### src/hdl/gcd_lcm_unit_defines.svh
// ----------------------------------------------------------------------------
// gcd_lcm_unit assertion macros
// Shared concurrent assertion helpers for the GCD/LCM unit.
// ----------------------------------------------------------------------------
`ifndef GCD_LCM_UNIT_DEFINES_SVH
`define GCD_LCM_UNIT_DEFINES_SVH

`ifndef ASSERT_OFF
// same-cycle implication
`define GLU_ASSERT_IMP(name, clk, rst_n, ante, cons) \
    name: assert property (@(posedge clk) disable iff (!rst_n) (ante) |-> (cons)) \
        else $error("gcd_lcm_unit: assertion failed");
// next-cycle implication
`define GLU_ASSERT_NXT(name, clk, rst_n, ante, cons) \
    name: assert property (@(posedge clk) disable iff (!rst_n) (ante) |=> (cons)) \
        else $error("gcd_lcm_unit: assertion failed");
`else
`define GLU_ASSERT_IMP(name, clk, rst_n, ante, cons)
`define GLU_ASSERT_NXT(name, clk, rst_n, ante, cons)
`endif

`endif

### src/hdl/gcdlcm_pkg.sv
`timescale 1ns / 1ps
// ----------------------------------------------------------------------------
// gcdlcm_pkg
// Fixed widths, operation and status codes, and inter-module structs.
// ----------------------------------------------------------------------------
package gcdlcm_pkg;

    localparam int OPERAND_PORT_WIDTH = 32;
    localparam int RESULT_WIDTH       = 64;

    // operation select
    localparam logic OP_GCD = 1'b0;
    localparam logic OP_LCM = 1'b1;

    // result status
    localparam logic STATUS_OK           = 1'b0;
    localparam logic STATUS_ZERO_OPERAND = 1'b1;

    // divider command from the sequencer
    typedef struct packed {
        logic go;    // load operands and start
        logic wide;  // double-width dividend
    } div_ctl_t;

    // divider status back to the sequencer
    typedef struct packed {
        logic run;   // iterating
        logic done;  // quotient/remainder valid this cycle
    } div_sts_t;

    // finished result marker from the sequencer
    typedef struct packed {
        logic valid;
        logic status;
    } fin_t;

endpackage

### src/hdl/gcd_lcm_unit.sv
`timescale 1ns / 1ps
// ----------------------------------------------------------------------------
// gcd_lcm_unit
// Signed GCD (Euclid, truncating remainder) or LCM (product / GCD) of two
// operands, using one shared iterative divider under a small sequencer.
// ----------------------------------------------------------------------------
// Channel   Handshake         Payload
// command   start / busy      operation, operand_a, operand_b
// result    done (strobe)     result_value, status
//
// A command transfers at a clock edge with start high and busy low.
// Each Euclid remainder step is a W-step division in the shared divider
// (one quotient bit per cycle); GCD takes up to about 46 such steps at
// 32 bits. LCM adds a multiply step and a 2*W-step division. LCM with a
// zero operand answers the cycle after the transfer. rst_n clears control
// asynchronously.
// done is high one cycle per result; the receiver cannot hold it off.
// ----------------------------------------------------------------------------
`include "gcd_lcm_unit_defines.svh"

module gcd_lcm_unit #(
    parameter int OPERAND_WIDTH = 32
) (
    input  logic                                          clk,
    input  logic                                          rst_n,
    input  logic                                          start,
    output logic                                          busy,
    input  logic                                          operation,
    input  logic signed [gcdlcm_pkg::OPERAND_PORT_WIDTH-1:0] operand_a,
    input  logic signed [gcdlcm_pkg::OPERAND_PORT_WIDTH-1:0] operand_b,
    output logic                                          done,
    output logic signed [gcdlcm_pkg::RESULT_WIDTH-1:0]    result_value,
    output logic                                          status
);
    import gcdlcm_pkg::*;

    localparam int W = OPERAND_WIDTH;

    logic                    accept;
    logic [W-1:0]            a_low, b_low;
    logic [W-1:0]            a_mag, b_mag;
    logic                    a_neg, b_neg;
    logic                    seq_busy;
    div_ctl_t                div_ctl;
    div_sts_t                div_sts;
    logic [2*W-1:0]          div_dividend;
    logic [W-1:0]            div_divisor;
    logic [2*W-1:0]          div_quot;
    logic [W-1:0]            div_rem;
    fin_t                    fin;
    logic [RESULT_WIDTH-1:0] fin_value;
    logic                    done_reg;
    logic [RESULT_WIDTH-1:0] result_reg;
    logic                    status_reg;

    assign accept = start && !seq_busy;

    // operand take: low W bits as signed, split into sign and magnitude
    always_comb
    begin
        a_low = operand_a[W-1:0];
        b_low = operand_b[W-1:0];
        a_neg = a_low[W-1];
        b_neg = b_low[W-1];
        a_mag = a_neg ? W'(~a_low + W'(1)) : a_low;
        b_mag = b_neg ? W'(~b_low + W'(1)) : b_low;
    end

    gcdlcm_seq #(
        .W (W)
    ) u_seq (
        .clk          (clk),
        .rst_n        (rst_n),
        .accept       (accept),
        .op           (operation),
        .a_mag        (a_mag),
        .a_neg        (a_neg),
        .b_mag        (b_mag),
        .b_neg        (b_neg),
        .busy         (seq_busy),
        .div_ctl      (div_ctl),
        .div_dividend (div_dividend),
        .div_divisor  (div_divisor),
        .div_sts      (div_sts),
        .div_quot     (div_quot),
        .div_rem      (div_rem),
        .fin          (fin),
        .fin_value    (fin_value)
    );

    gcdlcm_div #(
        .W (W)
    ) u_div (
        .clk       (clk),
        .rst_n     (rst_n),
        .ctl       (div_ctl),
        .dividend  (div_dividend),
        .divisor   (div_divisor),
        .sts       (div_sts),
        .quotient  (div_quot),
        .remainder (div_rem)
    );

    // result strobe
    always_ff @(posedge clk or negedge rst_n)
    begin
        if (!rst_n)
        begin
            done_reg <= 1'b0;
        end
        else
        begin
            done_reg <= fin.valid;
        end
    end

    // result payload
    always_ff @(posedge clk)
    begin
        if (fin.valid)
        begin
            result_reg <= fin_value;
            status_reg <= fin.status;
        end
    end

    assign busy         = seq_busy;
    assign done         = done_reg;
    assign result_value = result_reg;
    assign status       = status_reg;

    // checks
    `GLU_ASSERT_IMP(a_done_has_cause, clk, rst_n, done, $past(seq_busy || start))
    `GLU_ASSERT_IMP(a_err_zero_value, clk, rst_n, done && status, result_reg == '0)
    `GLU_ASSERT_NXT(a_accept_progress, clk, rst_n, accept, seq_busy || done_reg)
    `GLU_ASSERT_IMP(a_div_go_idle, clk, rst_n, div_ctl.go, !div_sts.run)

endmodule

### src/hdl/gcdlcm_div.sv
`timescale 1ns / 1ps
// ----------------------------------------------------------------------------
// gcdlcm_div
// Shared unsigned restoring divider, one quotient bit per cycle. Runs W
// steps for a single-width dividend or 2W steps for a double-width one.
// ----------------------------------------------------------------------------
module gcdlcm_div #(
    parameter int W = 32
) (
    input  logic                  clk,
    input  logic                  rst_n,
    input  gcdlcm_pkg::div_ctl_t  ctl,
    input  logic [2*W-1:0]        dividend,
    input  logic [W-1:0]          divisor,
    output gcdlcm_pkg::div_sts_t  sts,
    output logic [2*W-1:0]        quotient,
    output logic [W-1:0]          remainder
);
    import gcdlcm_pkg::*;

    localparam int CW = $clog2(2 * W + 1);

    logic [W-1:0]   rem_reg;
    logic [2*W-1:0] dq_reg;
    logic [W-1:0]   dsr_reg;
    logic [CW-1:0]  cnt_reg;
    logic           run_reg;
    logic           done_reg;

    logic [W:0]     shifted;
    logic [W:0]     trial;
    logic           ge;

    // one restoring step
    always_comb
    begin
        shifted = {rem_reg, dq_reg[2*W-1]};
        trial   = shifted - {1'b0, dsr_reg};
        ge      = !trial[W];
    end

    // control: step counter and done pulse
    always_ff @(posedge clk or negedge rst_n)
    begin
        if (!rst_n)
        begin
            run_reg  <= 1'b0;
            done_reg <= 1'b0;
            cnt_reg  <= '0;
        end
        else
        begin
            done_reg <= 1'b0;
            if (ctl.go)
            begin
                run_reg <= 1'b1;
                cnt_reg <= ctl.wide ? CW'(2 * W) : CW'(W);
            end
            else if (run_reg)
            begin
                cnt_reg <= cnt_reg - CW'(1);
                if (cnt_reg == CW'(1))
                begin
                    run_reg  <= 1'b0;
                    done_reg <= 1'b1;
                end
            end
        end
    end

    // datapath: partial remainder and dividend/quotient shifter
    always_ff @(posedge clk)
    begin
        if (ctl.go)
        begin
            rem_reg <= '0;
            dsr_reg <= divisor;
            dq_reg  <= ctl.wide ? dividend : {dividend[W-1:0], {W{1'b0}}};
        end
        else if (run_reg)
        begin
            rem_reg <= ge ? trial[W-1:0] : shifted[W-1:0];
            dq_reg  <= {dq_reg[2*W-2:0], ge};
        end
    end

    assign sts.run   = run_reg;
    assign sts.done  = done_reg;
    assign quotient  = dq_reg;
    assign remainder = rem_reg;

endmodule

### src/hdl/gcdlcm_seq.sv
`timescale 1ns / 1ps
// ----------------------------------------------------------------------------
// gcdlcm_seq
// Sequencer: Euclid loop on magnitudes with sign tracking, product for the
// LCM, and the final product/GCD division; the divisions use the shared divider.
// ----------------------------------------------------------------------------
module gcdlcm_seq #(
    parameter int W = 32
) (
    input  logic                              clk,
    input  logic                              rst_n,
    input  logic                              accept,
    input  logic                              op,
    input  logic [W-1:0]                      a_mag,
    input  logic                              a_neg,
    input  logic [W-1:0]                      b_mag,
    input  logic                              b_neg,
    output logic                              busy,
    output gcdlcm_pkg::div_ctl_t              div_ctl,
    output logic [2*W-1:0]                    div_dividend,
    output logic [W-1:0]                      div_divisor,
    input  gcdlcm_pkg::div_sts_t              div_sts,
    input  logic [2*W-1:0]                    div_quot,
    input  logic [W-1:0]                      div_rem,
    output gcdlcm_pkg::fin_t                  fin,
    output logic [gcdlcm_pkg::RESULT_WIDTH-1:0] fin_value
);
    import gcdlcm_pkg::*;

    typedef enum logic [5:0] {
        S_IDLE  = 6'b000001,
        S_TEST  = 6'b000010,
        S_WAIT  = 6'b000100,
        S_MULT  = 6'b001000,
        S_LDIV  = 6'b010000,
        S_LWAIT = 6'b100000
    } state_t;

    state_t         state_reg, state_next;
    logic           op_reg;
    logic [W-1:0]   x_reg, y_reg;
    logic           sx_reg, sy_reg;
    logic [W-1:0]   am_reg, bm_reg;
    logic           sab_reg;
    logic [2*W-1:0] prod_reg;
    logic           zero_in;

    assign zero_in = (a_mag == '0) || (b_mag == '0);

    // next state, divider command and result
    always_comb
    begin
        state_next   = state_reg;
        div_ctl.go   = 1'b0;
        div_ctl.wide = 1'b0;
        fin.valid    = 1'b0;
        fin.status   = STATUS_OK;
        fin_value    = '0;
        unique case (state_reg)
            S_IDLE:
            begin
                if (accept)
                begin
                    if (op == OP_LCM && zero_in)
                    begin
                        fin.valid  = 1'b1;
                        fin.status = STATUS_ZERO_OPERAND;
                    end
                    else
                    begin
                        state_next = S_TEST;
                    end
                end
            end
            S_TEST:
            begin
                if (y_reg == '0)
                begin
                    if (op_reg == OP_GCD)
                    begin
                        fin.valid  = 1'b1;
                        fin_value  = sx_reg ? -RESULT_WIDTH'(x_reg) : RESULT_WIDTH'(x_reg);
                        state_next = S_IDLE;
                    end
                    else
                    begin
                        state_next = S_MULT;
                    end
                end
                else
                begin
                    div_ctl.go = 1'b1;
                    state_next = S_WAIT;
                end
            end
            S_WAIT:
            begin
                if (div_sts.done)
                begin
                    state_next = S_TEST;
                end
            end
            S_MULT:
            begin
                state_next = S_LDIV;
            end
            S_LDIV:
            begin
                div_ctl.go   = 1'b1;
                div_ctl.wide = 1'b1;
                state_next   = S_LWAIT;
            end
            S_LWAIT:
            begin
                if (div_sts.done)
                begin
                    fin.valid  = 1'b1;
                    fin_value  = (sab_reg ^ sx_reg) ? -RESULT_WIDTH'(div_quot)
                                                    : RESULT_WIDTH'(div_quot);
                    state_next = S_IDLE;
                end
            end
            default:
            begin
                state_next = S_IDLE;
            end
        endcase
    end

    // divider operands: remainder step or product over GCD
    assign div_dividend = (state_reg == S_LDIV) ? prod_reg : (2 * W)'(x_reg);
    assign div_divisor  = (state_reg == S_LDIV) ? x_reg : y_reg;

    // state register
    always_ff @(posedge clk or negedge rst_n)
    begin
        if (!rst_n)
        begin
            state_reg <= S_IDLE;
        end
        else
        begin
            state_reg <= state_next;
        end
    end

    // Euclid registers, product
    always_ff @(posedge clk)
    begin
        if (state_reg == S_IDLE && accept)
        begin
            op_reg  <= op;
            x_reg   <= a_mag;
            y_reg   <= b_mag;
            sx_reg  <= a_neg;
            sy_reg  <= b_neg;
            am_reg  <= a_mag;
            bm_reg  <= b_mag;
            sab_reg <= a_neg ^ b_neg;
        end
        else if (state_reg == S_WAIT && div_sts.done)
        begin
            // truncating remainder: sign of dividend rides with the remainder into y
            x_reg  <= y_reg;
            y_reg  <= div_rem;
            sx_reg <= sy_reg;
            sy_reg <= sx_reg;
        end
        if (state_reg == S_MULT)
        begin
            prod_reg <= (2 * W)'(am_reg) * (2 * W)'(bm_reg);
        end
    end

    assign busy = (state_reg != S_IDLE);

endmodule

### config.mk
export PLATFORM = sky130hd
export DESIGN_NAME = gcd_lcm_unit
export DESIGN_NICKNAME = d
export VERILOG_FILES = /design/src/hdl/gcdlcm_pkg.sv /design/src/hdl/gcd_lcm_unit.sv /design/src/hdl/gcdlcm_div.sv /design/src/hdl/gcdlcm_seq.sv
export VERILOG_INCLUDE_DIRS = /design/src /design/src/hdl
export SDC_FILE = /design/constraint.sdc
export NUM_CORES = 2
export LEC_CHECK = 0
export BUFFER_PORTS_ARGS = -buffer_cell sky130_fd_sc_hd__buf_2
export CAP_MARGIN = 20
export CELL_PAD_IN_SITES_DETAIL_PLACEMENT = 1
export CELL_PAD_IN_SITES_GLOBAL_PLACEMENT = 2
export CORE_UTILIZATION = 23
export DETAILED_ROUTE_END_ITERATION = 12
export HOLD_SLACK_MARGIN = 0.05
export MAX_ROUTING_LAYER = met4
export PLACE_DENSITY_LB_ADDON = 0.1
export SYNTH_ARGS = -nofsm -noshare
export SYNTH_HDL_FRONTEND = slang
export SYNTH_SLANG_ARGS = --single-unit
### constraint.sdc
create_clock -name clk -period 7.2 [get_ports clk]
set_input_delay 0.72 -clock clk [delete_from_list [all_inputs] [get_ports clk]]
set_output_delay 0.72 -clock clk [all_outputs]
set_load 0.02 [all_outputs]
==> out/metrics.csv <==
metric,value,unit
"Max FO, Critical Path",7,
clk root buf,clkbuf_16,
register area,0.01176,sq mm
vias in the first global route,47336,
Worst-path clk slew,0.06,ns
total wire length,229100,microns
"flops & latches, synth",405,
IO Pins,135,
initial antenna violation count,22,
CP arrival,8.30,ns
Num Clock Sinks,405,
nature of the critical path startpoint,flop,
min setup slack post-route,-0.6679,ns
via count,41937,
period utilisation layout,109.3,%
row count,178,
mean number of vias per cell,4.442,
Avg Inst Size Synth,9.545,sq um
fill count,26801,
first-pass GRT wire length,334700,microns
"Top cell by count, worst path",fa_1,
DR WL/cell,24.27,microns
Final Hold Fails,0,
Post-synth top flop,edfxtp_1,
Crit path required time,7.64,ns
area added between synthesis and finish,24.08,%
Buffers & Inverters on Critical Path,6,
worst slew pin tran,0.9968,ns
Gate Count Post-Synth,5703,
register area share after synthesis,21.61,%
clk buf depth,3,
CP max stage delay,0.60,ns
RSZ-0062 raised after global routing,yes,
Inserted Clock Buffers,56,
Pins Over Slew Limit,0,
min cycle time layout,7.868,ns
WP depth,26,
share of cells above drive strength 1,19.23,%
RD Place Congestion,0.8320,
Post-synth EDFFs,357,
CTS tree,yes,
Fmax,127.1,MHz
top cell family by delay on the critical path,adder cells,
PortBufs,134,
multi-input logic area,0.03945,sq mm
Core Area,0.2352,sq mm
grt total ovfl,0,
critical path class,reg2reg,
Synth warnings,0,
Die Ht,488.5,microns
synthesized area,0.05443,sq mm
setup_tns,-13.10,ns
initial DRC count,1921,
Worst Hold Path Cells,1,
gr usage total,19.83,%
htree depth,2,
worst skew pair latency,0.70,ns
"FFs w/ async S/R, synth",3.951,%
initial core utilization,23.15,%
area post-placement,0.06302,sq mm
Syn Nets,6970,
maxcap violations,0,
relative slew slack,33.07,%
DR pass1 iterations,7,
r2r worst-path depth,26,
Hold/Removal Path Class,in2reg,
Worst Skew,0.02464,ns
largest net degree at the start of global routing,67,
antenna-violating nets left,0,
library cells used by synthesis,83,
violated checks,negative setup slack,
Die X,488.5,microns
critical path capture point type,flop,
total die area,0.2386,sq mm
final net count,7503,
Final setup viols,36,
status,"complete, but fails checks",
dpl hpwl,190400,microns
fin area,0.06754,sq mm
Worst path slowest cell,fa_1,
Residual DRC,0,
[cell type report]
| class | count | area share (%) |
|---|---|---|
| multi-input combinational | 4018 | 58.41 |
| sequential | 405 | 17.42 |
| timing repair buffer | 793 | 10.14 |
| tap | 3150 | 5.835 |
| inverter | 962 | 5.354 |
| clock buffer | 80 | 2.406 |
| clock inverter | 23 | 0.3946 |
| antenna | 11 | 0.04076 |
[worst paths after layout]
check / from / end / slack [ns]
setup / recovery: u_seq.bm_reg[20] / u_seq.prod_reg[54] / -0.67
hold / removal: operation / u_seq.op_reg / 0.27
setup reg to reg: u_seq.bm_reg[20] / u_seq.prod_reg[54] / -0.67
hold reg to reg: u_seq.op_reg / u_seq.state_reg[3] / 0.48
max in group asynchronous: rst_n / u_seq.state_reg[0] / 6.38
min in group asynchronous: rst_n / u_div.cnt_reg[1] / 0.49
[worst reg2reg max path, cell delays in order (launching register included)]
cell and delay [ns]:
edfxtp_1 0.43, buf_12 0.16, buf_12 0.13, and2_4 0.15, fa_1 0.54, inv_2 0.04, fa_1 0.55, inv_2 0.05
fa_2 0.48, fa_1 0.60, fa_2 0.49, fa_2 0.59, fa_1 0.42, fa_1 0.54, ha_4 0.23, buf_6 0.12
a21oi_4 0.12, o21ai_2 0.10, a2111oi_4 0.35, o21ai_4 0.12, or4_4 0.43, o211ai_1 0.19, buf_4 0.18, a21oi_4 0.08
a221oi_2 0.25, o21ai_1 0.11, xor2_1 0.15
[repair_timing]
item                       in CTS  in global routing
gates cloned                    2                  4
pin swaps                     103                126
setup buffers                  45                 73
setup endpoints to repair      40                 40
hold buffers                    1                  0
resized for setup             212                181
hold endpoints to repair       15                  0
[logic make-up (layout without fill, tap and decap cells)]
family	count (synthesis)	count (layout)	share of synthesized area [%]
buf+inv	1280	1858	8.845
mux	67	67	1.319
compound gates	668	668	7.585
other cells	0	11	0
flops	405	405	21.61
xor+xnor	244	244	3.926
simple gates	1840	1840	16.79
fa+ha+maj	1199	1199	39.93
[cells in the mapped netlist (all sizes together), types with 9 or more instances]
cell | number | area share [%]
clkbuf | 305 | 2.1
nand2b | 13 | 0.16
fa | 897 | 33
xor2 | 107 | 1.7
inv | 961 | 6.6
or3 | 20 | 0.24
a211oi | 17 | 0.23
or4 | 21 | 0.33
nand2 | 865 | 6.0
o41ai | 18 | 0.30
o31ai | 34 | 0.48
a31oi | 25 | 0.29
and2 | 565 | 6.5
nor4 | 32 | 0.42
mux2 | 38 | 0.79
o21bai | 14 | 0.19
nand3 | 27 | 0.25
o21ai | 217 | 2.0
or2 | 14 | 0.16
buf | 13 | 0.11
edfxtp | 357 | 20
nand4 | 24 | 0.29
nor2 | 124 | 0.86
mux2i | 29 | 0.53
o211ai | 10 | 0.14
nand3b | 9 | 0.12
o22ai | 39 | 0.45
dfrtp | 15 | 0.69
o21a | 17 | 0.23
ha | 302 | 6.9
nor2b | 18 | 0.21
xnor2 | 137 | 2.2
dfxtp | 32 | 1.2
and3 | 19 | 0.22
a21oi | 150 | 1.4
a22oi | 34 | 0.47
nor3 | 52 | 0.49
a21o | 39 | 0.54
[routing by layer]
layer	track usage [%]	part of all wire (%)	vias to the layer above
met3	1.247	2.1	137
met2	34.25	50	457
li1	-	-	19051
met5	-	0	-
met1	25.97	46	22292
met4	2.655	1.6	0
[through the flow]
step	setup WS, ns	cells	hold slack [ns]	util, %
after floorplan	-0.09049	5703	0.4244	-
after global placement	-1.258	9228	0.4622	26.78
after detailed placement	-1.290	9232	0.4801	26.80
after CTS	-0.7112	9368	0.2349	28.15
after global routing	-0.8972	9435	0.2414	28.71
final	-0.6679	9442	0.2666	28.72
[placed cells by master (no fill, tap or decap), types with 114 or more instances in the layout]
cell type  instances
and2_1           544
buf_4            515
a21oi_1          121
ha_1             277
nand2_1          854
o21ai_0          191
edfxtp_1         357
xnor2_1          114
fa_1             848
buf_2            135
inv_1            940
Power is not shown: default switching activity piles up to over one toggle a cycle in this logic, so the estimate is an artifact.
